===== src/rtl/core/tdma_pkg.sv =====
`timescale 1ns / 1ps

package tdma_pkg;

  localparam int MAX_SLOTS = 64;
  localparam int IDX_W     = $clog2(MAX_SLOTS);
  localparam int CNT_W     = 7;
  localparam int ADDR_W    = 16;
  localparam int WANT_W    = 8;
  localparam int ST_W      = 3;
  localparam int CMD_W     = 2;
  localparam int REG_IDX_W = 2;
  localparam int REG_W     = 16;
  localparam int DIV_STEPS = CNT_W;

  localparam logic [CMD_W-1:0] CMD_WRITE = 2'd0;
  localparam logic [CMD_W-1:0] CMD_READ  = 2'd1;
  localparam logic [CMD_W-1:0] CMD_ASSOC = 2'd2;

  localparam logic [ST_W-1:0] ST_OK      = 3'd0;
  localparam logic [ST_W-1:0] ST_STATIC  = 3'd1;
  localparam logic [ST_W-1:0] ST_BADADDR = 3'd2;
  localparam logic [ST_W-1:0] ST_ZERO    = 3'd3;
  localparam logic [ST_W-1:0] ST_FULL    = 3'd4;
  localparam logic [ST_W-1:0] ST_BADIDX  = 3'd5;

  localparam logic [REG_IDX_W-1:0] REG_FRAME_SLOTS = 2'd0;
  localparam logic [REG_IDX_W-1:0] REG_OWN_ADDR    = 2'd1;
  localparam logic [REG_IDX_W-1:0] REG_STATIC_MODE = 2'd2;

  localparam logic [ADDR_W-1:0] ADDR_FREE  = 16'h0000;
  localparam logic [ADDR_W-1:0] ADDR_BCAST = 16'hFFFF;

  localparam logic [CNT_W-1:0]  FRAME_SLOTS_RST = 7'd64;
  localparam logic [ADDR_W-1:0] OWN_ADDR_RST    = 16'h0001;

  typedef enum logic [3:0] {
    S_IDLE,
    S_DECODE,
    S_RD_WAIT,
    S_DIV,
    S_SCAN_RD,
    S_SCAN_CMP,
    S_PLACE,
    S_PROBE_RD,
    S_PROBE_CMP,
    S_RESP
  } state_t;

  typedef enum logic [1:0] {
    SEL_IDX,
    SEL_SCAN,
    SEL_ID
  } addr_sel_t;

  typedef struct packed {
    logic [CNT_W-1:0]  frame_slots;
    logic [ADDR_W-1:0] own_addr;
    logic              static_mode;
  } cfg_t;

  typedef struct packed {
    logic            load_in;
    logic            set_st;
    logic [ST_W-1:0] st;
    logic            take_owner;
    logic            take_left;
    logic            mem_rd;
    logic            mem_wr;
    addr_sel_t       addr_sel;
    logic            div_start;
    logic            div_step;
    logic            scan_next;
    logic            scan_take;
    logic            req_dec;
    logic            place_base;
    logic            probe_next;
    logic            out_load;
  } dp_cmd_t;

  typedef struct packed {
    logic [CMD_W-1:0] command;
    logic             idx_ok;
    logic             is_static;
    logic             bad_addr;
    logic             want_zero;
    logic             n_zero;
    logic             div_last;
    logic             scan_end;
    logic             req_zero;
    logic             rd_match;
    logic             rd_free;
    logic             probe_wrap;
    logic             out_free;
  } dp_sts_t;

endpackage


===== src/rtl/core/tdma_dp.sv =====
`timescale 1ns / 1ps

module tdma_dp import tdma_pkg::*; (
  input  logic              clk,
  input  logic              rst_n,
  input  cfg_t              cfg,
  input  logic [CMD_W-1:0]  in_command,
  input  logic [IDX_W-1:0]  in_slot_index,
  input  logic [ADDR_W-1:0] in_node_addr,
  input  logic [WANT_W-1:0] in_slots_wanted,
  input  dp_cmd_t           cmd,
  output dp_sts_t           sts,
  output logic              out_valid,
  input  logic              out_ready,
  output logic [ST_W-1:0]   out_status,
  output logic [WANT_W-1:0] out_left,
  output logic [ADDR_W-1:0] out_owner
);

  logic [CMD_W-1:0]  cmd_r;
  logic [IDX_W-1:0]  idx_r;
  logic [ADDR_W-1:0] addr_r;
  logic [WANT_W-1:0] want_r;
  logic [WANT_W-1:0] req_r;
  logic [ST_W-1:0]   st_r;
  logic [WANT_W-1:0] left_r;
  logic [ADDR_W-1:0] owner_r;
  logic [WANT_W-1:0] rem_r;
  logic [CNT_W-1:0]  qd_r;
  logic [2:0]        div_cnt_r;
  logic [CNT_W-1:0]  scan_r;
  logic [IDX_W-1:0]  id_r;
  logic [IDX_W-1:0]  base_r;

  logic [ADDR_W-1:0] mem [MAX_SLOTS];
  logic [MAX_SLOTS-1:0] valid_r;
  logic [ADDR_W-1:0] rd_data_r;
  logic              rd_vld_r;

  logic              out_valid_r;
  logic [ST_W-1:0]   out_status_r;
  logic [WANT_W-1:0] out_left_r;
  logic [ADDR_W-1:0] out_owner_r;

  logic [CNT_W-1:0]  n;
  logic [WANT_W:0]   rem_t;
  logic [WANT_W:0]   rem_sub;
  logic              rem_ge;
  logic [WANT_W-1:0] rem_nxt;
  logic [CNT_W-1:0]  sum_base;
  logic [CNT_W-1:0]  sum_wrap;
  logic [IDX_W-1:0]  base_nxt;
  logic [CNT_W-1:0]  id_inc;
  logic [IDX_W-1:0]  id_inc_nxt;
  logic [ADDR_W-1:0] rd_word;
  logic [IDX_W-1:0]  mem_addr;

  assign n = (cfg.frame_slots > CNT_W'(MAX_SLOTS)) ? CNT_W'(MAX_SLOTS) : cfg.frame_slots;

  assign rem_t   = {rem_r, qd_r[CNT_W-1]};
  assign rem_ge  = rem_t >= {1'b0, want_r};
  assign rem_sub = rem_t - {1'b0, want_r};
  assign rem_nxt = rem_ge ? rem_sub[WANT_W-1:0] : rem_t[WANT_W-1:0];

  assign sum_base = {1'b0, id_r} + qd_r;
  assign sum_wrap = sum_base - n;
  assign base_nxt = (sum_base >= n) ? sum_wrap[IDX_W-1:0] : sum_base[IDX_W-1:0];

  assign id_inc     = {1'b0, id_r} + CNT_W'(1);
  assign id_inc_nxt = (id_inc >= n) ? '0 : id_inc[IDX_W-1:0];

  assign rd_word = rd_vld_r ? rd_data_r : ADDR_FREE;

  always_comb begin
    case (cmd.addr_sel)
      SEL_IDX:  mem_addr = idx_r;
      SEL_SCAN: mem_addr = scan_r[IDX_W-1:0];
      SEL_ID:   mem_addr = id_r;
      default:  mem_addr = idx_r;
    endcase
  end

  always_ff @(posedge clk) begin
    if (cmd.mem_wr) begin
      mem[mem_addr] <= addr_r;
    end
    if (cmd.mem_rd) begin
      rd_data_r <= mem[mem_addr];
      rd_vld_r  <= valid_r[mem_addr];
    end
  end

  always_ff @(posedge clk) begin
    if (!rst_n) begin
      valid_r <= '0;
    end else if (cmd.mem_wr) begin
      valid_r[mem_addr] <= 1'b1;
    end
  end

  always_ff @(posedge clk) begin
    if (cmd.load_in) begin
      cmd_r   <= in_command;
      idx_r   <= in_slot_index;
      addr_r  <= in_node_addr;
      want_r  <= in_slots_wanted;
      req_r   <= in_slots_wanted;
      left_r  <= '0;
      owner_r <= '0;
      id_r    <= '0;
      scan_r  <= '0;
    end else begin
      if (cmd.req_dec) begin
        req_r <= req_r - WANT_W'(1);
      end
      if (cmd.take_left) begin
        left_r <= req_r;
      end
      if (cmd.take_owner) begin
        owner_r <= rd_word;
      end
      if (cmd.scan_next) begin
        scan_r <= scan_r + CNT_W'(1);
      end
      if (cmd.scan_take) begin
        id_r <= scan_r[IDX_W-1:0];
      end else if (cmd.place_base) begin
        id_r <= base_nxt;
      end else if (cmd.probe_next) begin
        id_r <= id_inc_nxt;
      end
    end
    if (cmd.place_base) begin
      base_r <= base_nxt;
    end
    if (cmd.set_st) begin
      st_r <= cmd.st;
    end
    if (cmd.div_start) begin
      rem_r     <= '0;
      qd_r      <= n;
      div_cnt_r <= '0;
    end else if (cmd.div_step) begin
      rem_r     <= rem_nxt;
      qd_r      <= {qd_r[CNT_W-2:0], rem_ge};
      div_cnt_r <= div_cnt_r + 3'd1;
    end
  end

  always_ff @(posedge clk) begin
    if (!rst_n) begin
      out_valid_r <= 1'b0;
    end else if (cmd.out_load) begin
      out_valid_r <= 1'b1;
    end else if (out_ready) begin
      out_valid_r <= 1'b0;
    end
  end

  always_ff @(posedge clk) begin
    if (cmd.out_load) begin
      out_status_r <= st_r;
      out_left_r   <= left_r;
      out_owner_r  <= owner_r;
    end
  end

  assign sts.command    = cmd_r;
  assign sts.idx_ok     = {1'b0, idx_r} < n;
  assign sts.is_static  = cfg.static_mode;
  assign sts.bad_addr   = (addr_r == ADDR_FREE) || (addr_r == ADDR_BCAST) ||
                          (addr_r == cfg.own_addr);
  assign sts.want_zero  = want_r == '0;
  assign sts.n_zero     = n == '0;
  assign sts.div_last   = div_cnt_r == 3'(DIV_STEPS - 1);
  assign sts.scan_end   = scan_r >= n;
  assign sts.req_zero   = req_r == '0;
  assign sts.rd_match   = rd_word == addr_r;
  assign sts.rd_free    = rd_word == ADDR_FREE;
  assign sts.probe_wrap = id_inc_nxt == base_r;
  assign sts.out_free   = !out_valid_r || out_ready;

  assign out_valid  = out_valid_r;
  assign out_status = out_status_r;
  assign out_left   = out_left_r;
  assign out_owner  = out_owner_r;

endmodule


===== config.mk =====
export PLATFORM = sky130hd
export DESIGN_NAME = tdma_dp
export DESIGN_NICKNAME = d
export VERILOG_FILES = /design/src/rtl/core/tdma_pkg.sv /design/src/rtl/core/tdma_dp.sv
export SDC_FILE = /design/constraint.sdc
export NUM_CORES = 1
export LEC_CHECK = 0
export ABC_AREA = 1
export ABC_CLOCK_PERIOD_IN_PS = 4710
export BUFFER_PORTS_ARGS = -buffer_cell sky130_fd_sc_hd__buf_2
export CORE_ASPECT_RATIO = 1.4
export CORE_MARGIN = 2
export CORE_UTILIZATION = 54
export CTS_CLUSTER_SIZE = 30
export DETAILED_ROUTE_END_ITERATION = 6
export GPL_ROUTABILITY_DRIVEN = 0
export PLACE_DENSITY = 0.72
export SYNTH_ARGS = -nofsm -noshare
export SYNTH_HDL_FRONTEND = slang
export SYNTH_SLANG_ARGS = --single-unit

===== constraint.sdc =====
create_clock -name clk -period 4.71 [get_ports clk]
set_input_delay 1.1775 -clock clk [delete_from_list [all_inputs] [get_ports clk]]
set_output_delay 1.1775 -clock clk [all_outputs]
set_load 0.02 [all_outputs]

==> metrics.md <==
| Metric | Value |
|---|---|
| Nature of the critical path startpoint | register |
| Post-synth EDFFs | roughly 1100 |
| Drt wl/cell | 21.2 um |
| Worst-Skew Late Latency | 720 ps |
| GRT Total Usage | 0.290 |
| Synth warn | 0 |
| Period utilization | 0.952 |
| Die width | 272 um |
| Fraction of layout cells with a size suffix above 1 | 0.0929 |
| Hold WC Path Type | reg2reg |
| Fin. Hold Viols | 0 |
| Die height | about 380 um |
| Fin util | 0.611 |
| Largest net degree at the start of global routing | 128 |
| First-pass GRT wire length | approximately 230 mm |
| Starting Density | 0.545 |
| Power density cells | 424 nW/um^2 |
| Area grow syn2layout | 12.1% |
| Drt pass-1 iters | 6 |
| Worst Slack Setup Final | 227 ps |
| Minimum clock period | 4480 ps |
| Clk buf depth | 3 |
| Core Footprint | 99600 um^2 |
| Synth unique cells | 39 |
| Clock Sinks | 1237 |
| Seq cells post-synth | around 1200 |
| Post-synth top area share | 0.622 |
| Via/cell ratio | 5.66 |
| Status | finished, final reports clean |
| Max cap viols | 0 |
| Vias after detailed routing | 40000 |
| DP HPWL | 88.9 mm |
| Ports | 120 |
| Count of nets after finishing | about 5800 |
| WP data required | 3530 ps |
| FMAX | roughly 220 MHz |
| Vias in the first global route | 38100 |
| Ys async rst share | 0 |
| Crit path DAT | 3310 ps |
| Port Buffers | 117 |
| Hold slack | 428 ps |
| CTS tree | done |
| Total DRC errors in the routed layout | 0 |
| Synth Cell Area | 54300 um^2 |
| Worst-path fanout max | 10 |
| Area of the multi-input gates | around 17000 um^2 |
| Placed cell count | 6856 |
| Gr ovfl total | 0 |
| Top FF cell, synth | edfxtp_1 |
| DR iter-0 viols | 4618 |
| Slew @ Worst Pin | 1100 ps |
| Syn_nets | 5672 |
| Seq/Total Area, Yosys | 0.664 |
| CP max stage delay | between 400 and 500 ps |
| Synth cell count leaders | 2736 x nand2_1, 1124 x edfxtp_1, 580 x nand3_1, 254 x nor2_1, 144 x clkbuf_1 |
| Pre-CTS setup slack | between 200 and 250 ps |
| Total CTS buffers | 110 |
| Flip-flop and latch area | 36000 um^2 |
| FILL cells | approximately 8000 |
| CP Capture Type | output port |
| # H-tree levels | 3 |
| FP Rows | between 100 and 150 |
| Worst Skew | 25.1 ps |
| Final setup viols | 0 |
| Synthesized instance count | 5543 |
| Max-slew violations | 0 |
| Slowest cell on crit path | dfxtp_4 |
| CP Class | reg2out |
| Leading area contributor after synthesis | edfxtp_1 |
| CP cell instances | ha_2 > nand3_1 > xor2_1 > inv_1 > ha_4 > a21oi_1 > o21ai_0 > a21oi_2 > buf_6 > nand3_1 > xor2_1 > nand2_1 > nor2_1 > buf_4 |
| Most instantiated library cell after synthesis | nand2_1 |
| Relative slew slack | 0.264 |
| Initial antenna violation count | 11 |
| Routed wire length | 150 mm |
| IR drop worst, VDD | around 0.32 mV |
| Synth area leaders | edfxtp_1 62%, nand2_1 19%, nand3_1 5.3%, dfxtp_1 4.2%, nor2_1 1.8% |
| Pleak | between 20 and 30 nW |
| Full die area | 103000 um^2 |
| Fin cells | 7071 |
| Clock Tree Root | clkbuf_16 |
| Final antenna-violating net count | 0 |
| Clock-pin slew on the worst setup and hold paths | 70 ps |
| Syn Area/Cell | 9.79 um^2 |
[critical path: cells and delay by family, from the launching register on]
| kind | cells | cell delay, ps |
|---|---|---|
| and+or+nand+nor | 4 | 440 |
| DFF | 1 | 410 |
| xor gates and xnor gates | 2 | 340 |
| AOI/OAI and AO/OA | 3 | 440 |
| buffers and inverters | 3 | 490 |
| adders and majority gates | 2 | 460 |
[what timing repair did]
action / CTS / global route
setup endpoints to repair: 1 / 1
hold buffers: 0 / 0
setup buffers: 0 / 2
cloned: 0 / 0
hold endpoints to repair: 0 / 0
pin swaps: 0 / 1
resized for setup: 5 / 7
[registers in the layout (all words and copies together) (netlist names), 6 cells and up]
register   count
mem         1024
valid_r       64
addr_r        16
out_owner     16
owner_r       16
rd_data_r     16
left_r         8
out_left       8
rem_r          8
req_r          8
want_r         8
qd_r           7
scan_r         7
base_r         6
id_r           6
idx_r          6
[path summary, 6_finish.rpt]
kind,start,endpoint,slack (ps),cells past startpoint
min,owner_r[7],out_owner[7],430,0
max reg2reg,qd_r[0],id_r[4],1090,15
min reg2reg,owner_r[7],out_owner[7],430,0
max,id_r[1],sts[1],230,14
[layer usage]
layer | GRT usage | wire (um) | share of wire
met5 | 0 | 31 | 0.00021
met4 | 0.175 | 10000 | 0.067
met3 | 0.0418 | 12800 | 0.085
met2 | 0.488 | 72600 | 0.48
met1 | 0.355 | 54400 | 0.36
[layout make-up]
| class | instances | share of cell area |
|---|---|---|
| sequential | 1237 | 0.592 |
| multi-input combinational | 3873 | 0.272 |
| clock buffer | 149 | 0.0521 |
| timing repair buffer | 300 | 0.0387 |
| tap | 1320 | 0.0271 |
| clock inverter | 61 | 0.0103 |
| inverter | 128 | 0.00806 |
| antenna | 3 | 0.000123 |
[where the power goes]
group | switching [mW] | total (mW) | leakage, nW | internal [mW]
Sequential | 0.135 | 12.4 | 11.1 | 12.3
Combinational | 2.90 | 3.99 | 12.7 | 1.08
Clock | 4.04 | 9.37 | 1.87 | 5.34
Total | 7.07 | 25.8 | 25.7 | 18.7
[stage by stage]
stage	total power [mW]	setup TNS (ps)	instance area, um^2
floorplan	15.1	0	54300
global placement	16.5	0	57000
detailed placement	16.6	0	57000
CTS	25.8	0	60800
global route	26.7	-17.4	60800
finish	25.8	0	60800
[logic make-up after synthesis]
group                    count (synthesis)  share of synthesized area
XOR/XNOR                                47                    0.00759
AND/OR/NAND/NOR                       3638                      0.269
adder cells (fa/ha/maj)                 51                     0.0122
buffers and inverters                  433                     0.0335
AO/OA/AOI/OAI                          137                     0.0137
flip-flops                            1237                      0.664
[cells in the final DEF, fill, tap and decap left out, types with 4 or more instances in the layout]
| master | n |
|---|---|
| a21oi_1 | 63 |
| buf_12 | 31 |
| buf_2 | 116 |
| buf_4 | 152 |
| bufinv_16 | 11 |
| clkbuf_1 | 20 |
| clkbuf_16 | 117 |
| clkbuf_8 | 12 |
| clkinv_1 | 7 |
| clkinv_2 | 27 |
| clkinvlp_4 | 8 |
| dfxtp_1 | 110 |
| edfxtp_1 | 1124 |
| ha_1 | 46 |
| inv_1 | 111 |
| inv_2 | 13 |
| inv_4 | 4 |
| inv_6 | 4 |
| nand2_1 | 2734 |
| nand3_1 | 580 |
| nand4_1 | 20 |
| nor2_1 | 254 |
| nor3_1 | 11 |
| nor3_2 | 6 |
| nor4_1 | 16 |
| o21ai_0 | 54 |
| o21ai_4 | 4 |
| o22ai_1 | 6 |
| or2_2 | 5 |
| xnor2_1 | 10 |
| xor2_1 | 35 |
No activity file was read; power rests on OpenSTA's default activity.
