===== config.mk =====
export PLATFORM = sky130hd
export DESIGN_NAME = tdma_cfg
export DESIGN_NICKNAME = d
export VERILOG_FILES = /design/src/rtl/core/tdma_pkg.sv /design/src/rtl/core/tdma_cfg.sv
export SDC_FILE = /design/constraint.sdc
export NUM_CORES = 1
export LEC_CHECK = 0
export BUFFER_PORTS_ARGS = -buffer_cell sky130_fd_sc_hd__buf_2
export CORE_ASPECT_RATIO = 1.2
export CORE_UTILIZATION = 23
export CTS_BUF_LIST = sky130_fd_sc_hd__clkbuf_4 sky130_fd_sc_hd__clkbuf_8
export CTS_CLUSTER_SIZE = 28
export DETAILED_ROUTE_END_ITERATION = 6
export SETUP_SLACK_MARGIN = 0.3
export SLEW_MARGIN = 20
export SYNTH_ARGS = -nofsm -noshare
export SYNTH_HDL_FRONTEND = slang
export SYNTH_SLANG_ARGS = --single-unit

===== constraint.sdc =====
create_clock -name clk -period 1.15 [get_ports clk]
set_clock_uncertainty 0.1 [all_clocks]
set_input_delay 0.23 -clock clk [delete_from_list [all_inputs] [get_ports clk]]
set_output_delay 0.23 -clock clk [all_outputs]
set_load 0.005 [all_outputs]

===== src/rtl/core/tdma_pkg.sv =====
`timescale 1ns / 1ps

package tdma_pkg;

  localparam int MAX_SLOTS = 64;
  localparam int IDX_W     = $clog2(MAX_SLOTS);
  localparam int CNT_W     = 7;
  localparam int ADDR_W    = 16;
  localparam int WANT_W    = 8;
  localparam int ST_W      = 3;
  localparam int CMD_W     = 2;
  localparam int REG_IDX_W = 2;
  localparam int REG_W     = 16;
  localparam int DIV_STEPS = CNT_W;

  localparam logic [CMD_W-1:0] CMD_WRITE = 2'd0;
  localparam logic [CMD_W-1:0] CMD_READ  = 2'd1;
  localparam logic [CMD_W-1:0] CMD_ASSOC = 2'd2;

  localparam logic [ST_W-1:0] ST_OK      = 3'd0;
  localparam logic [ST_W-1:0] ST_STATIC  = 3'd1;
  localparam logic [ST_W-1:0] ST_BADADDR = 3'd2;
  localparam logic [ST_W-1:0] ST_ZERO    = 3'd3;
  localparam logic [ST_W-1:0] ST_FULL    = 3'd4;
  localparam logic [ST_W-1:0] ST_BADIDX  = 3'd5;

  localparam logic [REG_IDX_W-1:0] REG_FRAME_SLOTS = 2'd0;
  localparam logic [REG_IDX_W-1:0] REG_OWN_ADDR    = 2'd1;
  localparam logic [REG_IDX_W-1:0] REG_STATIC_MODE = 2'd2;

  localparam logic [ADDR_W-1:0] ADDR_FREE  = 16'h0000;
  localparam logic [ADDR_W-1:0] ADDR_BCAST = 16'hFFFF;

  localparam logic [CNT_W-1:0]  FRAME_SLOTS_RST = 7'd64;
  localparam logic [ADDR_W-1:0] OWN_ADDR_RST    = 16'h0001;

  typedef enum logic [3:0] {
    S_IDLE,
    S_DECODE,
    S_RD_WAIT,
    S_DIV,
    S_SCAN_RD,
    S_SCAN_CMP,
    S_PLACE,
    S_PROBE_RD,
    S_PROBE_CMP,
    S_RESP
  } state_t;

  typedef enum logic [1:0] {
    SEL_IDX,
    SEL_SCAN,
    SEL_ID
  } addr_sel_t;

  typedef struct packed {
    logic [CNT_W-1:0]  frame_slots;
    logic [ADDR_W-1:0] own_addr;
    logic              static_mode;
  } cfg_t;

  typedef struct packed {
    logic            load_in;
    logic            set_st;
    logic [ST_W-1:0] st;
    logic            take_owner;
    logic            take_left;
    logic            mem_rd;
    logic            mem_wr;
    addr_sel_t       addr_sel;
    logic            div_start;
    logic            div_step;
    logic            scan_next;
    logic            scan_take;
    logic            req_dec;
    logic            place_base;
    logic            probe_next;
    logic            out_load;
  } dp_cmd_t;

  typedef struct packed {
    logic [CMD_W-1:0] command;
    logic             idx_ok;
    logic             is_static;
    logic             bad_addr;
    logic             want_zero;
    logic             n_zero;
    logic             div_last;
    logic             scan_end;
    logic             req_zero;
    logic             rd_match;
    logic             rd_free;
    logic             probe_wrap;
    logic             out_free;
  } dp_sts_t;

endpackage


===== src/rtl/core/tdma_cfg.sv =====
`timescale 1ns / 1ps

module tdma_cfg import tdma_pkg::*; (
  input  logic                 clk,
  input  logic                 rst_n,
  input  logic                 cfg_we,
  input  logic [REG_IDX_W-1:0] cfg_idx,
  input  logic [REG_W-1:0]     cfg_wdata,
  output cfg_t                 cfg
);

  logic [CNT_W-1:0]  frame_slots_r;
  logic [ADDR_W-1:0] own_addr_r;
  logic              static_mode_r;

  always_ff @(posedge clk) begin
    if (!rst_n) begin
      frame_slots_r <= FRAME_SLOTS_RST;
      own_addr_r    <= OWN_ADDR_RST;
      static_mode_r <= 1'b0;
    end else if (cfg_we) begin
      case (cfg_idx)
        REG_FRAME_SLOTS: frame_slots_r <= cfg_wdata[CNT_W-1:0];
        REG_OWN_ADDR:    own_addr_r    <= cfg_wdata[ADDR_W-1:0];
        REG_STATIC_MODE: static_mode_r <= cfg_wdata[0];
        default: begin
        end
      endcase
    end
  end

  assign cfg.frame_slots = frame_slots_r;
  assign cfg.own_addr    = own_addr_r;
  assign cfg.static_mode = static_mode_r;

endmodule


==> reports/metrics.yaml, run 1 <==
run_status:
  outcome: "finished clean"
logic_synthesis:
  ys_ff_latch: 24
  synth_largest_area_cell: "dfxtp_1"
  yosys_warnings: 0
  syn_area_per_cell_um2: 9.51
  yosysSeqAreaShare_pct: 50.0
  synth.top_cell.area_share_pct: 50.0
  syn-cell-area_um2: 961
  synth_cells: 101
  synth_area_leaders: "dfxtp_1, mux2i_1, nand2_1"
  synthDistinctLibCells: 15
  syn-num-nets: 122
power:
  peakVddDrop_v: 0.000431
  p_sw_uw: 369
  p_int_mw: 1.25
  clkPwrFrac_pct: 30.1
  pwr_density_cell_nw_per_um2: 1040
  combPwrFrac_pct: 15.4
  finalPower_mw: 1.62
  sequentialPowerShare_pct: 54.5
  p_sw_share_pct: 22.8
  p_leak_nw: 0.732
timing:
  setup_tns_ns: 0
  final-hold-violation-count: 0
  finalCritPeriodShare_pct: 90.0
  setup_violations: 0
  grt_setup_unrepaired: "true"
  fmax_ghz: 0.967
  min_period_ns: 1.03
  worst_pin_slew_ns: 0.279
  maxSlewViolCount: 0
  slew_headroom_pct: 81.4
setup_path:
  cp.depth: 1
  critical_path.reg2reg.startpoint: "frame_slots_r[6]"
  reg2reg_depth: 1
  cp.arrival_ns: 0.70
  crit_path_end: "cfg[22]"
  critPathMaxFanout: 2
  crit_chain: "buf_2"
  cp.required_ns: 0.82
  crit_type: "flip-flop to primary output"
  critical_path.top_delay_family: "flip-flops"
  startpoint_type: "flip-flop"
  regToRegEndpoint: "frame_slots_r[6]"
  crit_start: "frame_slots_r[5]"
  end_kind: "primary output"
  slowest_delay_ns: 0.33
  critPathSlowestCell: "dfxtp_2"
  path_buf_inv: 1
  regToRegSetupSlack_ns: 0.38
floorplan:
  initial_utilization_pct: 24.2
  die_x_um: 61.0
  die_area_um2: 4440
  row_count: 25
  placeableCoreArea_um2: 3970
  io_pins: 45
  die_h_um: 72.8
drt:
  dr.pass1.iters: 4
  wire_per_inst_um: 11.3
  routed-via-count: 870
  route.detailed.drc: 0
  routed_wl_mm: 2.34
  drt_iter0_drc: 13
  postRouteAntennaNets: 0
  via_per_inst: 4.20
layout:
  synthToLayoutAreaGrowth_pct: 62.1
  layout_commonest_cell: "nand2_1"
  layout-drive-gt1-share_pct: 56.9
  final_cell_mix: "nand2_1, buf_2, dfxtp_2"
  nets: 176
  antenna_cells: 0
  fillerInstances: 434
cts:
  cts_tree: "yes"
  cts_buffer_depth: 2
  cts_hold_buf: 0
  numCtsBuffers: 3
  htreeDepth: 1
  clock-root-buffer: "clkbuf_8"
  clock_latency_ns: 0.26
  path_clk_slew_ns: 0.08
  numClockSinks: 24
grt:
  grt_max_degree: 16
  antenna_found_initial: 0
  grt.overflow.total: 0
  grt_pass1_vias: 863
  grt_pass1_wl_mm: 3.70
  track_usage_pct: 11.1
placement:
  hpwl_mm: 1.62
  gp_congestion: 0.655
  io_buffers: 44
job:
  cap_violations: 0
min_path:
  hp-class: "input port to flip-flop"
[synthesized netlist by cell type]
cell type and number:
nand2_1 38, dfxtp_1 24, buf_6 1, o211ai_1 1
inv_1 2, clkbuf_1 4, nand3b_1 1, and4bb_2 1
buf_2 1, and3b_2 1, a211o_1 1, buf_4 2
or3b_1 1, nand4b_1 1, mux2i_1 22
[power by group through the flow]
stage               Sequential [mW]  Combinational (mW)  Clock, mW
floorplan                     0.898              0.0931          0
global placement              0.895               0.198          0
detailed placement            0.894               0.200          0
CTS                           0.881               0.238      0.521
global route                  0.889               0.274      0.551
finish                        0.884               0.250      0.488
[metrics by stage]
step / cell area [um^2] / utilization [%] / setup WS (ns) / hold slack, ns / instances
floorplan: 976 / - / -0.0565 / 0.272 / 101
global placement: 1290 / 32.5 / -0.0834 / 0.342 / 198
detailed placement: 1290 / 32.5 / -0.101 / 0.343 / 198
CTS: 1480 / 37.3 / 0.102 / 0.0921 / 206
global route: 1560 / 39.2 / 0.0820 / 0.0976 / 207
finish: 1560 / 39.2 / 0.116 / 0.0977 / 207
[how the worst min path moves through the flow]
stage,from,endpoint,cells past startpoint
after CTS,cfg_wdata[15],own_addr_r[15],3
after global placement,own_addr_r[10],own_addr_r[10],2
final,cfg_wdata[9],own_addr_r[9],3
after global routing,cfg_wdata[12],own_addr_r[12],3
after floorplan,cfg_wdata[10],own_addr_r[10],2
after detailed placement,own_addr_r[3],own_addr_r[3],2
[cell type report]
| cell class | count | area [um^2] | area share [%] |
|---|---|---|---|
| Timing Repair Buffer | 57 | 502 | 32.2 |
| Tap cell | 54 | 67.6 | 4.34 |
| Inverter | 2 | 7.51 | 0.482 |
| Sequential cell | 24 | 510 | 32.8 |
| Clock buffer | 3 | 41.3 | 2.65 |
| Multi-Input combinational cell | 67 | 429 | 27.6 |
[logic make-up (layout without fill, tap and decap cells)]
kind of cell	count (synthesis)	after routing	share of synthesized area (%)
AOI/OAI and AO/OA	2	2	1.69
buffers and inverters	10	62	5.60
DFF	24	24	50.0
muxes	22	22	22.9
and+or+nand+nor	43	43	19.8
[registers in the layout (all words and copies together), names as in the netlist]
name           cells
static_mode_r      1
own_addr_r        16
frame_slots_r      7
[routing by layer]
metal | vias to the layer above | routed length [um] | part of all wire [%] | GRT usage, %
li1 | 435 | - | - | -
met1 | 397 | 973 | 42 | 13.0
met2 | 35 | 1160 | 50 | 19.5
met3 | 3 | 179 | 7.7 | 3.01
met4 | 0 | 25 | 1.1 | 3.03
met5 | - | 0 | 0 | 0
[what timing repair did]
item,4_1_cts,5_1_grt
gates cloned,1,0
setup endpoints to repair,47,47
buffers inserted,4,1
pin swaps,1,2
gates resized for setup,31,12
(Power assumes the default switching activity.)
==> run 2: changes to the inputs <==
--- a/config.mk
+++ b/config.mk
@@ -5,7 +5,9 @@
 export SDC_FILE = /design/constraint.sdc
 export NUM_CORES = 1
 export LEC_CHECK = 0
+export ABC_AREA = 1
 export BUFFER_PORTS_ARGS = -buffer_cell sky130_fd_sc_hd__buf_2
+export CAP_MARGIN = 20
 export CORE_ASPECT_RATIO = 1.2
 export CORE_UTILIZATION = 23
 export CTS_BUF_LIST = sky130_fd_sc_hd__clkbuf_4 sky130_fd_sc_hd__clkbuf_8
==> constraint.sdc (replaced) <==
create_clock -name clk -period 1.17 [get_ports clk]
set_clock_uncertainty 0.1 [all_clocks]
set_input_delay 0.234 -clock clk [delete_from_list [all_inputs] [get_ports clk]]
set_output_delay 0.234 -clock clk [all_outputs]
set_load 0.005 [all_outputs]
==> reports/metrics.yaml, run 2 <==
power:
  p_leak_nw: 0.845  # +15%
  p_sw_share_pct: 24.0  # +1.2 points
  pwr_density_cell_nw_per_um2: 1190  # +14%
  combPwrFrac_pct: 16.2  # +0.8 points
  clkPwrFrac_pct: 38.2  # +8.1 points
  peakVddDrop_v: 0.000418  # -3.1%
  p_sw_uw: 469  # +27%
  finalPower_mw: 1.95  # +20%
  p_int_mw: 1.49  # +19%
  sequentialPowerShare_pct: 45.6  # -8.9 points
drt:
  via_per_inst: 3.97  # -5.6%
  route.detailed.drc: 0  # unchanged
  dr.pass1.iters: 4  # unchanged
  routed-via-count: 1036  # +19%
  drt_iter0_drc: 67  # +54
  postRouteAntennaNets: 0  # unchanged
  routed_wl_mm: 2.66  # +14%
  wire_per_inst_um: 10.2  # -9.7%
logic_synthesis:
  yosys_warnings: 0  # unchanged
  synth_flop_cell: "dfxtp_1"
  synth_most_common_cell: "nand2_1"
  synthDistinctLibCells: 12  # -3
  synthTopCellsByCount: "nand2_1, nor2_1, dfxtp_1, inv_1, nand3_1"
  synth_area_leaders: "dfxtp_1, nand2_1, nor2_1"
  synth_cells: 155  # +53%
  yosysSeqAreaShare_pct: 47.1  # -2.9 points
  syn_area_per_cell_um2: 6.59  # -31%
  synth_edf_count: 0  # unchanged
  ys_ff_latch: 24  # unchanged
  synth.top_cell.area_share_pct: 47.1  # -2.9 points
  syn-num-nets: 176  # +44%
  syn-cell-area_um2: 1020  # +6.2%
  ys_async_sr_fraction_pct: 0  # unchanged
  synth_largest_area_cell: "dfxtp_1"
placement:
  gp_congestion: 0.679  # +3.6%
  hpwl_mm: 1.51  # -6.6%
  dpl.cell_count: 248  # +25%
  io_buffers: 44  # unchanged
  pre_cts_slack_ns: -0.0562  # +0.0450 ns
timing:
  final-hold-violation-count: 0  # unchanged
  setup_tns_ns: 0  # unchanged
  grt_setup_unrepaired: "true"
  fin_ws_ns: 0.110  # -0.00534 ns
  maxSlewViolCount: 0  # unchanged
  worst_pin_slew_ns: 0.217  # -0.0627 ns
  min_period_ns: 1.06
  setup_violations: 0  # unchanged
  finalCritPeriodShare_pct: 90.6
  slew_headroom_pct: 85.5  # +4.2 points
  fmax_ghz: 0.944
setup_path:
  cp.arrival_ns: 0.73  # +0.03 ns
  crit_chain: "buf_6"
  startpoint_type: "flip-flop"
  critPathMaxFanout: 2  # unchanged
  end_kind: "primary output"
  critPathSlowestCell: "dfxtp_2"
  slowest_delay_ns: 0.34  # about the same
  cp.required_ns: 0.84  # +0.02 ns
  crit_type: "flip-flop to primary output"
  critical_path.top_delay_family: "flip-flops"
  path_buf_inv: 1  # unchanged
min_path:
  hp-class: "input port to flip-flop"
cts:
  cts_buffer_depth: 2  # unchanged
  clock_latency_ns: 0.27  # about the same
  cts_tree: "yes"
  numCtsBuffers: 3  # unchanged
  path_clk_slew_ns: 0.09  # about the same
  clock-root-buffer: "clkbuf_8"
  htreeDepth: 1  # unchanged
  numClockSinks: 24  # unchanged
layout:
  synthToLayoutAreaGrowth_pct: 60.9
  fin_cells: 261  # +26%
  final_cell_mix: "nor2_1, nand2_1, buf_2"
  largest_register_ffs: 16  # unchanged
  layout_commonest_cell: "nor2_1"
  top_register: "own_addr_r"
  reg_top3: "own_addr_r: 16 flops, frame_slots_r: 7 flops, static_mode_r: 1 flops"
  nets: 227  # +29%
  antenna_cells: 0  # unchanged
  layout-drive-gt1-share_pct: 47.8  # -9.1 points
grt:
  grt_max_degree: 25  # +9
  met3_usage_pct: 1.36  # -1.7 points
  grt_pass1_wl_mm: 4.22  # +14%
  grt.met1_usage_pct: 14.1  # +1.1 points
  grt_pass1_vias: 879  # +1.9%
  busiest_layer: "met2"
  met2_usage_pct: 20.7  # +1.1 points
  grt.overflow.total: 0  # unchanged
  antenna_found_initial: 0  # unchanged
  track_usage_pct: 11.8  # +0.68 points
floorplan:
  io_pins: 45  # unchanged
  die_area_um2: 4710  # +6.1%
  placeableCoreArea_um2: 4260  # +7.3%
  die_x_um: 62.8  # +3.0%
  die_h_um: 75.0  # +3.0%
  row_count: 26  # +4.0%
  initial_utilization_pct: 24.0  # -0.23 points
job:
  cap_violations: 0  # unchanged
run_status:
  outcome: "finished clean"
run 2: cell types whose count changed after synthesis, moves of 3 or more:
cell and delta:
nor2_1 +38, inv_1 +22, mux2i_1 -22, nand3_1 +10, a21oi_1 +6, buf_2 +4
clkbuf_1 -3, nand2_1 +3
run 2: through the flow:
stage	util [%]	hold slack, ns	area (um^2)
6_report	38.5	0.0704	1640
3_5_place_dp	30.7	0.346	1310
3_3_place_gp	30.7	0.341	1310
4_1_cts	35.0	0.0656	1490
2_1_floorplan	-	0.250	1070
5_1_grt	38.5	0.0784	1640
run 2: kinds of logic after synthesis:
logic type,after synthesis,share of synthesized area (%)
compound gates,6,2.94
buf+inv,33,13.8
flops,24,47.1
simple gates,92,36.2
run 2: final timing paths:
kind | from | endpoint | slack [ns] | cells past startpoint
worst max-delay path | own_addr_r[4] | cfg[5] | 0.11 | 1
worst min-delay path | cfg_wdata[15] | own_addr_r[15] | 0.07 | 3
worst max register to register | own_addr_r[1] | own_addr_r[1] | 0.34 | 5
worst min register to register | own_addr_r[0] | own_addr_r[0] | 0.36 | 2
run 2: per-layer routing:
layer | vias up | wire, um | part of all wire [%]
met2 | 25 | 1300 | 49
met3 | 4 | 99 | 3.7
met5 | - | 0 | 0
met1 | 443 | 1210 | 45
met4 | 0 | 57 | 2.1
li1 | 564 | - | -
run 2: cell type report:
type | instances | area, um^2
timing repair buffer | 52 | 399
tap | 56 | 70.1
clock inverter | 1 | 30.0
inverter | 24 | 93.8
multi-input combinational | 101 | 498
clock buffer | 3 | 41.3
fill | 471 | 2620
sequential | 24 | 510
run 2: timing repair:
action / CTS / global route
setup buffers: 3 / 3
resized for setup: 28 / 28
hold buffers: 0 / 0
gates cloned: 3 / 0
pin swaps: 2 / 6
endpoints found under the setup margin: 40 / 47
run 2: power groups by stage:
stage	Clock, mW	Combinational, mW	Sequential, mW
3_3_place_gp	0	0.233	0.898
4_1_cts	0.768	0.271	0.887
6_report	0.746	0.317	0.892
2_1_floorplan	0	0.138	0.903
5_1_grt	0.806	0.354	0.898
3_5_place_dp	0	0.235	0.898
