<file path="src/rtl/core/tdma_pkg.sv">
`timescale 1ns / 1ps

package tdma_pkg;

  localparam int MAX_SLOTS = 64;
  localparam int IDX_W     = $clog2(MAX_SLOTS);
  localparam int CNT_W     = 7;
  localparam int ADDR_W    = 16;
  localparam int WANT_W    = 8;
  localparam int ST_W      = 3;
  localparam int CMD_W     = 2;
  localparam int REG_IDX_W = 2;
  localparam int REG_W     = 16;
  localparam int DIV_STEPS = CNT_W;

  localparam logic [CMD_W-1:0] CMD_WRITE = 2'd0;
  localparam logic [CMD_W-1:0] CMD_READ  = 2'd1;
  localparam logic [CMD_W-1:0] CMD_ASSOC = 2'd2;

  localparam logic [ST_W-1:0] ST_OK      = 3'd0;
  localparam logic [ST_W-1:0] ST_STATIC  = 3'd1;
  localparam logic [ST_W-1:0] ST_BADADDR = 3'd2;
  localparam logic [ST_W-1:0] ST_ZERO    = 3'd3;
  localparam logic [ST_W-1:0] ST_FULL    = 3'd4;
  localparam logic [ST_W-1:0] ST_BADIDX  = 3'd5;

  localparam logic [REG_IDX_W-1:0] REG_FRAME_SLOTS = 2'd0;
  localparam logic [REG_IDX_W-1:0] REG_OWN_ADDR    = 2'd1;
  localparam logic [REG_IDX_W-1:0] REG_STATIC_MODE = 2'd2;

  localparam logic [ADDR_W-1:0] ADDR_FREE  = 16'h0000;
  localparam logic [ADDR_W-1:0] ADDR_BCAST = 16'hFFFF;

  localparam logic [CNT_W-1:0]  FRAME_SLOTS_RST = 7'd64;
  localparam logic [ADDR_W-1:0] OWN_ADDR_RST    = 16'h0001;

  typedef enum logic [3:0] {
    S_IDLE,
    S_DECODE,
    S_RD_WAIT,
    S_DIV,
    S_SCAN_RD,
    S_SCAN_CMP,
    S_PLACE,
    S_PROBE_RD,
    S_PROBE_CMP,
    S_RESP
  } state_t;

  typedef enum logic [1:0] {
    SEL_IDX,
    SEL_SCAN,
    SEL_ID
  } addr_sel_t;

  typedef struct packed {
    logic [CNT_W-1:0]  frame_slots;
    logic [ADDR_W-1:0] own_addr;
    logic              static_mode;
  } cfg_t;

  typedef struct packed {
    logic            load_in;
    logic            set_st;
    logic [ST_W-1:0] st;
    logic            take_owner;
    logic            take_left;
    logic            mem_rd;
    logic            mem_wr;
    addr_sel_t       addr_sel;
    logic            div_start;
    logic            div_step;
    logic            scan_next;
    logic            scan_take;
    logic            req_dec;
    logic            place_base;
    logic            probe_next;
    logic            out_load;
  } dp_cmd_t;

  typedef struct packed {
    logic [CMD_W-1:0] command;
    logic             idx_ok;
    logic             is_static;
    logic             bad_addr;
    logic             want_zero;
    logic             n_zero;
    logic             div_last;
    logic             scan_end;
    logic             req_zero;
    logic             rd_match;
    logic             rd_free;
    logic             probe_wrap;
    logic             out_free;
  } dp_sts_t;

endpackage

</file>
<file path="src/rtl/core/tdma_ctrl.sv">
`timescale 1ns / 1ps

module tdma_ctrl import tdma_pkg::*; (
  input  logic    clk,
  input  logic    rst_n,
  input  logic    in_valid,
  output logic    in_ready,
  input  dp_sts_t sts,
  output dp_cmd_t cmd
);

  state_t state_r;
  state_t state_nxt;

  always_ff @(posedge clk) begin
    if (!rst_n) begin
      state_r <= S_IDLE;
    end else begin
      state_r <= state_nxt;
    end
  end

  always_comb begin
    state_nxt = state_r;
    cmd       = '0;
    in_ready  = 1'b0;
    case (state_r)
      S_IDLE: begin
        in_ready = 1'b1;
        if (in_valid) begin
          cmd.load_in = 1'b1;
          state_nxt   = S_DECODE;
        end
      end
      S_DECODE: begin
        cmd.set_st = 1'b1;
        cmd.st     = ST_OK;
        state_nxt  = S_RESP;
        case (sts.command)
          CMD_WRITE: begin
            if (sts.idx_ok) begin
              cmd.mem_wr   = 1'b1;
              cmd.addr_sel = SEL_IDX;
            end else begin
              cmd.st = ST_BADIDX;
            end
          end
          CMD_READ: begin
            if (sts.idx_ok) begin
              cmd.mem_rd   = 1'b1;
              cmd.addr_sel = SEL_IDX;
              state_nxt    = S_RD_WAIT;
            end else begin
              cmd.st = ST_BADIDX;
            end
          end
          CMD_ASSOC: begin
            if (sts.is_static) begin
              cmd.st = ST_STATIC;
            end else if (sts.bad_addr) begin
              cmd.st = ST_BADADDR;
            end else if (sts.want_zero) begin
              cmd.st = ST_ZERO;
            end else if (sts.n_zero) begin
              cmd.st        = ST_FULL;
              cmd.take_left = 1'b1;
            end else begin
              cmd.set_st    = 1'b0;
              cmd.div_start = 1'b1;
              state_nxt     = S_DIV;
            end
          end
          default: begin
            cmd.st = ST_BADIDX;
          end
        endcase
      end
      S_RD_WAIT: begin
        cmd.take_owner = 1'b1;
        state_nxt      = S_RESP;
      end
      S_DIV: begin
        cmd.div_step = 1'b1;
        if (sts.div_last) begin
          state_nxt = S_SCAN_RD;
        end
      end
      S_SCAN_RD: begin
        if (sts.scan_end || sts.req_zero) begin
          state_nxt = S_PLACE;
        end else begin
          cmd.mem_rd   = 1'b1;
          cmd.addr_sel = SEL_SCAN;
          state_nxt    = S_SCAN_CMP;
        end
      end
      S_SCAN_CMP: begin
        cmd.scan_next = 1'b1;
        if (sts.rd_match) begin
          cmd.scan_take = 1'b1;
          cmd.req_dec   = 1'b1;
        end
        state_nxt = S_SCAN_RD;
      end
      S_PLACE: begin
        if (sts.req_zero) begin
          cmd.set_st    = 1'b1;
          cmd.st        = ST_OK;
          cmd.take_left = 1'b1;
          state_nxt     = S_RESP;
        end else begin
          cmd.place_base = 1'b1;
          state_nxt      = S_PROBE_RD;
        end
      end
      S_PROBE_RD: begin
        cmd.mem_rd   = 1'b1;
        cmd.addr_sel = SEL_ID;
        state_nxt    = S_PROBE_CMP;
      end
      S_PROBE_CMP: begin
        if (sts.rd_free) begin
          cmd.mem_wr   = 1'b1;
          cmd.addr_sel = SEL_ID;
          cmd.req_dec  = 1'b1;
          state_nxt    = S_PLACE;
        end else if (sts.probe_wrap) begin
          cmd.set_st    = 1'b1;
          cmd.st        = ST_FULL;
          cmd.take_left = 1'b1;
          state_nxt     = S_RESP;
        end else begin
          cmd.probe_next = 1'b1;
          state_nxt      = S_PROBE_RD;
        end
      end
      S_RESP: begin
        if (sts.out_free) begin
          cmd.out_load = 1'b1;
          state_nxt    = S_IDLE;
        end
      end
      default: begin
        state_nxt = S_IDLE;
      end
    endcase
  end

endmodule

</file>
<file path="config.mk">
export PLATFORM = sky130hd
export DESIGN_NAME = tdma_ctrl
export DESIGN_NICKNAME = d
export VERILOG_FILES = /design/src/rtl/core/tdma_pkg.sv /design/src/rtl/core/tdma_ctrl.sv
export SDC_FILE = /design/constraint.sdc
export NUM_CORES = 1
export LEC_CHECK = 0
export BUFFER_PORTS_ARGS = -buffer_cell sky130_fd_sc_hd__buf_2
export CORE_AREA = 2 2 42 44
export CTS_CLUSTER_SIZE = 16
export DETAILED_ROUTE_END_ITERATION = 6
export DIE_AREA = 0 0 44 46
export GPL_TIMING_DRIVEN = 0
export PLACE_DENSITY_LB_ADDON = 0.2
export SLEW_MARGIN = 20
export SYNTH_ARGS = -nofsm -noshare
export SYNTH_HDL_FRONTEND = slang
export SYNTH_SLANG_ARGS = --single-unit
</file>
<file path="constraint.sdc">
create_clock -name clk -period 1.8 [get_ports clk]
set_clock_uncertainty 0.1 [all_clocks]
set_input_delay 0.09 -clock clk [delete_from_list [all_inputs] [get_ports clk]]
set_output_delay 0.09 -clock clk [all_outputs]
set_load 0.1 [all_outputs]
</file>
==> metrics.yaml, run 1 <==
sta:
  post-route-min-period_ps: 1989
  fin_crit_sh_pct: 110.5
  tightestPinTransition_ps: 662.4
  finalSetupViolCount: 10
  slew_violations: 0
  timing.fmax_mhz: 502.7
  hold_viol: 0
  fin_ws_ps: -189.3
  rsz0062_at_grt: "true"
  relSlewSlack_pct: 55.43
setup_path:
  crit_required_ps: 1610
  critPathKind: "reg2out"
  cp-start-kind: "flop"
  path_max_fanout: 4
  critPathCaptureType: "primary output"
  arrival_ps: 1800
layout:
  final_cells: 170
  syn_to_final_growth_pct: 128.6
  final_util_pct: 92.33
  largest_reg_flops: 4
  layout-drive-gt1-share_pct: 64.71
  n_antenna_cell: 0
  fill_cells: 62
  reg_top3: "state_r (4)"
  layout_common_cells: "16 x buf_2, 15 x buf_4, 14 x buf_12"
  layout_commonest_cell: "buf_2"
  nets: 176
  regMostFlops: "state_r"
die:
  core_sq_mm: 0.001614
  start_util_pct: 40.39
  die-area_sq_mm: 0.002024
  die_w_um: 44
  ios: 37
  dieHeight_um: 46
  fp-row-count: 15
synthesis:
  async_reset_ff_share_pct: 0
  syn_avg_cell_area_sq_um: 6.720
  syn_nets: 118
  synth_fa_ha_area_share_pct: 7.678
  synth.area.top_cells: "dfxtp_1 12%, ha_1 7.7%, nand2_1 6.3%"
  yosysSeqAreaShare_pct: 12.28
  synth_cells: 97
  yosys.area.top_type_share_pct: 12.28
  synthXorXnorAreaFrac_pct: 0
  yosysUniqueCellTypes: 38
  synth-simple-area-share_pct: 48.94
  synth-seq-cells: 4
  synth_top_family_by_area: "simple AND/OR/NAND/NOR gates"
  synth_compound_area_share_pct: 22.65
  synth_ff_type: "dfxtp_1"
  yosysTopAreaCell: "dfxtp_1"
  synth_mux_area_share_pct: 1.536
  synth_area_sq_um: 651.9
  synth_edf_count: 0
  yosys_warnings: 0
power_and_ir_drop:
  p_per_area_mw_per_mm2: 1427
  switching_share_pct: 57.48
  p_comb_share_pct: 87.5
  ir_worst_vdd_mv: 1.290
  p_leak_nw: 0.6814
  intPower_w: 0.0009042
  clkPwrFrac_pct: 6.0
  finalPower_w: 0.002126
  pwr-share-seq_pct: 6.6
  switchingPower_w: 0.001222
route:
  post-route-drc-count: 1
  drt_first_pass_iters: 7
  detail-route-antenna-nets: 0
  wl_um: 3575
  wl_per_cell_um: 21.03
  viasPerCell: 6.365
  drt-initial-drc-count: 46
  vias: 1082
placement:
  place.gp.congestion: 0.8914
  io_buffers: 36
  placed_cells: 150
  dpl.hpwl_um: 1591
hold_path:
  hp-class: "in2reg"
global_routing:
  grt_pass1_wl_um: 4402
  grt_pass1_vias: 958
  grt_max_degree: 11
  antenna_found_initial: 0
  grt_usage_pct: 29.56
  grt.overflow.total: 0
clock_tree:
  numCtsBuffers: 3
  clock_latency_ps: 240
  clkTransAtPathRegs_ps: 50
  h-tree-depth: 1
  cts_hold_buf: 0
  clockRootBuffer: "clkbuf_4"
  cts_buffer_depth: 2
  numClockSinks: 4
  cts_tree: "built"
outcome:
  violations: "DRC, setup timing"
  outcome: "complete, but fails checks"
flow_run:
  drv_cap: 0
==> final timing paths <==
kind         slack (ps)  cells past startpoint  startpoint    endpoint
min                  20                      2       rst_n  state_r[2]
max                -190                      6  state_r[1]     cmd[17]
min reg2reg         620                      3  state_r[0]  state_r[3]
max reg2reg          60                      6  state_r[1]  state_r[3]
==> logic make-up after synthesis <==
family / after synthesis
AOI/OAI and AO/OA: 22
adders and majority gates: 4
buffers and inverters: 9
DFF: 4
muxes: 1
and+or+nand+nor: 57
==> power groups by stage <==
stage | clock network, W | logic (W) | registers, W
floorplan | 0 | 0.00112 | 0.000129
global placement | 0 | 0.00128 | 0.000133
detailed placement | 0 | 0.00129 | 0.000134
CTS | 0.000116 | 0.00169 | 0.000136
global route | 0.000126 | 0.00192 | 0.000142
finish | 0.000127 | 0.00186 | 0.000140
==> area by class of cell <==
| cell class | count | area [sq um] | area share (%) |
|---|---|---|---|
| multi-input combinational | 84 | 734.5 | 49.29 |
| timing repair buffer | 53 | 563.0 | 37.78 |
| sequential | 4 | 82.58 | 5.542 |
| buffer | 4 | 45.04 | 3.023 |
| clock buffer | 3 | 22.52 | 1.511 |
| inverter | 5 | 21.27 | 1.427 |
| tap | 17 | 21.27 | 1.427 |
==> synth_stat cells, drive strengths merged, types with 2 or more instances <==
cell type / number
nand3: 3
o21ai: 7
nor3: 6
buf: 4
or3: 2
ha: 4
a21oi: 4
nor2b: 5
or3b: 2
nor2: 11
dfxtp: 4
nand2: 12
and3: 4
inv: 5
and2: 2
nand2b: 4
==> per-layer routing <==
metal	routed length [um]	up-vias	part of all wire, %	GRT usage, %
met5	0	-	0	0
met4	146	0	4.1	11.52
met3	291	19	8.1	2.778
met2	1865	84	52	55.29
met1	1272	516	36	34.27
li1	-	463	-	-
==> through the flow <==
stage	setup TNS, ps	cell area [sq um]	setup slack, ps	hold WS (ps)
floorplan	-1734	802.0	-402.8	117.9
global placement	-1869	1003	-482.2	265.5
detailed placement	-2016	1003	-497.5	255.8
CTS	-726.7	1366	-158.5	1.770
global route	-1633	1490	-244.6	19.03
finish	-1149	1490	-189.3	20.32
==> what timing repair did <==
action | 4_1_cts | 5_1_grt
endpoints found under the setup margin | 20 | 17
pin swaps | 8 | 10
resized for setup | 68 | 27
gates cloned | 0 | 0
buffers inserted | 14 | 4
==> worst max-delay path, cell delays in order (launching register included) <==
cell and delay (ps):
dfxtp_2 330, buf_6 120, or4b_4 540, nor2_4 170, a22oi_2 130, nand2_4 100
buf_12 170
(Power assumes the default switching activity.)
==> run 2: changes to the inputs <==
--- a/config.mk
+++ b/config.mk
@@ -12,6 +12,7 @@
 export DIE_AREA = 0 0 44 46
 export GPL_TIMING_DRIVEN = 0
 export PLACE_DENSITY_LB_ADDON = 0.2
+export SKIP_CTS_REPAIR_TIMING = 1
 export SLEW_MARGIN = 20
 export SYNTH_ARGS = -nofsm -noshare
 export SYNTH_HDL_FRONTEND = slang
==> metrics.yaml, run 2 (same netlist as run 1, synthesis figures left out) <==
placement:
  io_buffers: 36  # unchanged
  placed_cells: 150  # unchanged
  place.gp.congestion: 0.8914  # unchanged
  dpl.hpwl_um: 1591  # unchanged
  placed_area_sq_mm: 0.001003  # unchanged
  pre_cts_ws_ps: -497.5  # unchanged
die:
  start_util_pct: 40.39  # unchanged
  core_sq_mm: 0.001614  # unchanged
  fp-row-count: 15  # unchanged
  dieHeight_um: 46  # unchanged
  ios: 37  # unchanged
  die_w_um: 44  # unchanged
  die-area_sq_mm: 0.002024  # unchanged
route:
  vias: 929  # was 1082
  post-route-drc-count: 0  # was 1
  detail-route-antenna-nets: 0  # unchanged
  drt-initial-drc-count: 15  # was 46
  wl_um: 2402  # was 3575 um
  wl_per_cell_um: 15.11  # was 21.03 um
  drt_first_pass_iters: 4  # was 7
  viasPerCell: 5.843  # was 6.365
sta:
  finalSetupViolCount: 6  # was 10
  rsz0062_at_grt: "true"  # unchanged
  tightestPinTransition_ps: 520.8  # was 662.4 ps
  relSlewSlack_pct: 64.96  # was 55.43%
  timing.fmax_mhz: 489.0  # was 502.7 MHz
  whs_ps: 0.8248  # was 20.32 ps
  slew_violations: 0  # unchanged
  post-route-min-period_ps: 2045  # was 1989 ps
  hold_viol: 0  # unchanged
  fin_setup_tns_ps: -899.8  # was -1149 ps
  fin_crit_sh_pct: 113.6  # was 110.5%
  fin_ws_ps: -244.8  # was -189.3 ps
clock_tree:
  clock_latency_ps: 240  # about the same
  numCtsBuffers: 3  # unchanged
  clockRootBuffer: "clkbuf_4"  # unchanged
  clkTransAtPathRegs_ps: 40  # was 50 ps
  h-tree-depth: 1  # unchanged
  cts_tree: "built"  # unchanged
  numClockSinks: 4  # unchanged
  cts_buffer_depth: 2  # unchanged
layout:
  n_antenna_cell: 0  # unchanged
  largest_reg_flops: 4  # unchanged
  final_cells: 159  # was 170
  layout-drive-gt1-share_pct: 57.75  # was 64.71%
  reg_top3: "state_r (4)"  # unchanged
  syn_to_final_growth_pct: 99.04  # was 128.6%
  layout_commonest_cell: "buf_2"  # unchanged
  regMostFlops: "state_r"  # unchanged
  layout_common_cells: "16 x buf_2, 10 x buf_6, 10 x nor2_1"  # was 16 x buf_2, 15 x buf_4, 14 x buf_12
  nets: 165  # was 176
  fin_area_sq_mm: 0.001297  # was 0.001490 sq mm
setup_path:
  critPathKind: "reg2out"  # unchanged
  r2r-end: "state_r[1]"  # was state_r[3]
  worstPathCellList: "buf_6 -> nor4b_4 -> buf_6 -> nand2_8 -> or3_4 -> nand2_4 -> buf_12"  # was buf_6 -> or4b_4 -> nor2_4 -> a22oi_2 -> nand2_4 -> buf_12
  reg2reg_depth: 8  # was 6
  timing.critical_path.to: "cmd[12]"  # was cmd[17]
  crit_family: "simple AND/OR/NAND/NOR gates"  # unchanged
  path_buf_inv: 3  # was 2
  cpMostUsedCell: "buf_6"
  critPathCaptureType: "primary output"  # unchanged
  crit_path_max_incr_delay_ps: 370  # was 540 ps
  r2r_slack_ps: 90  # was 60 ps
  path_max_fanout: 7  # was 4
  arrival_ps: 1850  # was 1800 ps
  r2r_start: "state_r[1]"  # unchanged
  worstSetupStartpoint: "state_r[1]"  # unchanged
  cp.depth: 7  # was 6
  cp-start-kind: "flop"  # unchanged
  critPathSlowestCell: "or3_4"  # was or4b_4
  crit_required_ps: 1610  # about the same
power_and_ir_drop:
  ir_worst_vdd_mv: 0.9526  # was 1.290 mV
  p_per_area_mw_per_mm2: 1445  # was 1427 mW/mm^2
  p_leak_nw: 0.6008  # was 0.6814 nW
global_routing:
  met2_usage_pct: 32.94  # was 55.29%
  antenna_found_initial: 0  # unchanged
  top_usage_layer: "met2"  # unchanged
  grt.overflow.total: 0  # unchanged
  grt_max_degree: 11  # unchanged
  grt_usage_pct: 20.36  # was 29.56%
  grt_pass1_wl_um: 3105  # was 4402 um
  grt_pass1_vias: 736  # was 958
  grt_use_met1_pct: 26.29  # was 34.27%
  grtUsageMet3_pct: 2.778  # unchanged
hold_path:
  hp-class: "in2reg"  # unchanged
  hp-start: "rst_n"  # unchanged
  hold_depth: 2  # unchanged
outcome:
  violations: "setup timing"  # was DRC, setup timing
  outcome: "complete, but fails checks"  # unchanged
flow_run:
  drv_cap: 0  # unchanged
## run 2: cell type report
type	count	area, sq um
inverter	5	18.77
tap	17	21.27
sequential	4	85.08
clock buffer	3	22.52
fill	102	316.6
multi-input combinational	84	716.9
timing repair buffer	42	387.9
buffer	4	45.04
## run 2: metal layers
metal	vias to the layer above	wire length, um
met5	-	0
met4	0	21
met3	3	167
met2	42	1259
met1	441	953
li1	443	-
## run 2: per-stage QoR
step           util (%)  total power (W)
4_1_cts           63.57         0.001544
3_3_place_gp      62.17         0.001409
3_5_place_dp      62.17         0.001426
6_report          80.39         0.001875
5_1_grt           80.39         0.001962
2_1_floorplan         -         0.001247
## run 2: worst min path at each step
stage          slack [ps]    endpoint
3_3_place_gp          270  state_r[1]
3_5_place_dp          260  state_r[1]
6_report              0.8  state_r[1]
4_1_cts                 9  state_r[1]
5_1_grt                 7  state_r[1]
2_1_floorplan         120  state_r[1]
## run 2: power by group
| part | internal (W) | leakage, nW | total (W) | switching [W] |
|---|---|---|---|---|
| combinational | 0.000570 | 0.553 | 0.00162 | 0.00105 |
| sequential | 0.000118 | 0.0340 | 0.000140 | 0.0000225 |
| clock | 0.0000749 | 0.0138 | 0.000117 | 0.0000419 |
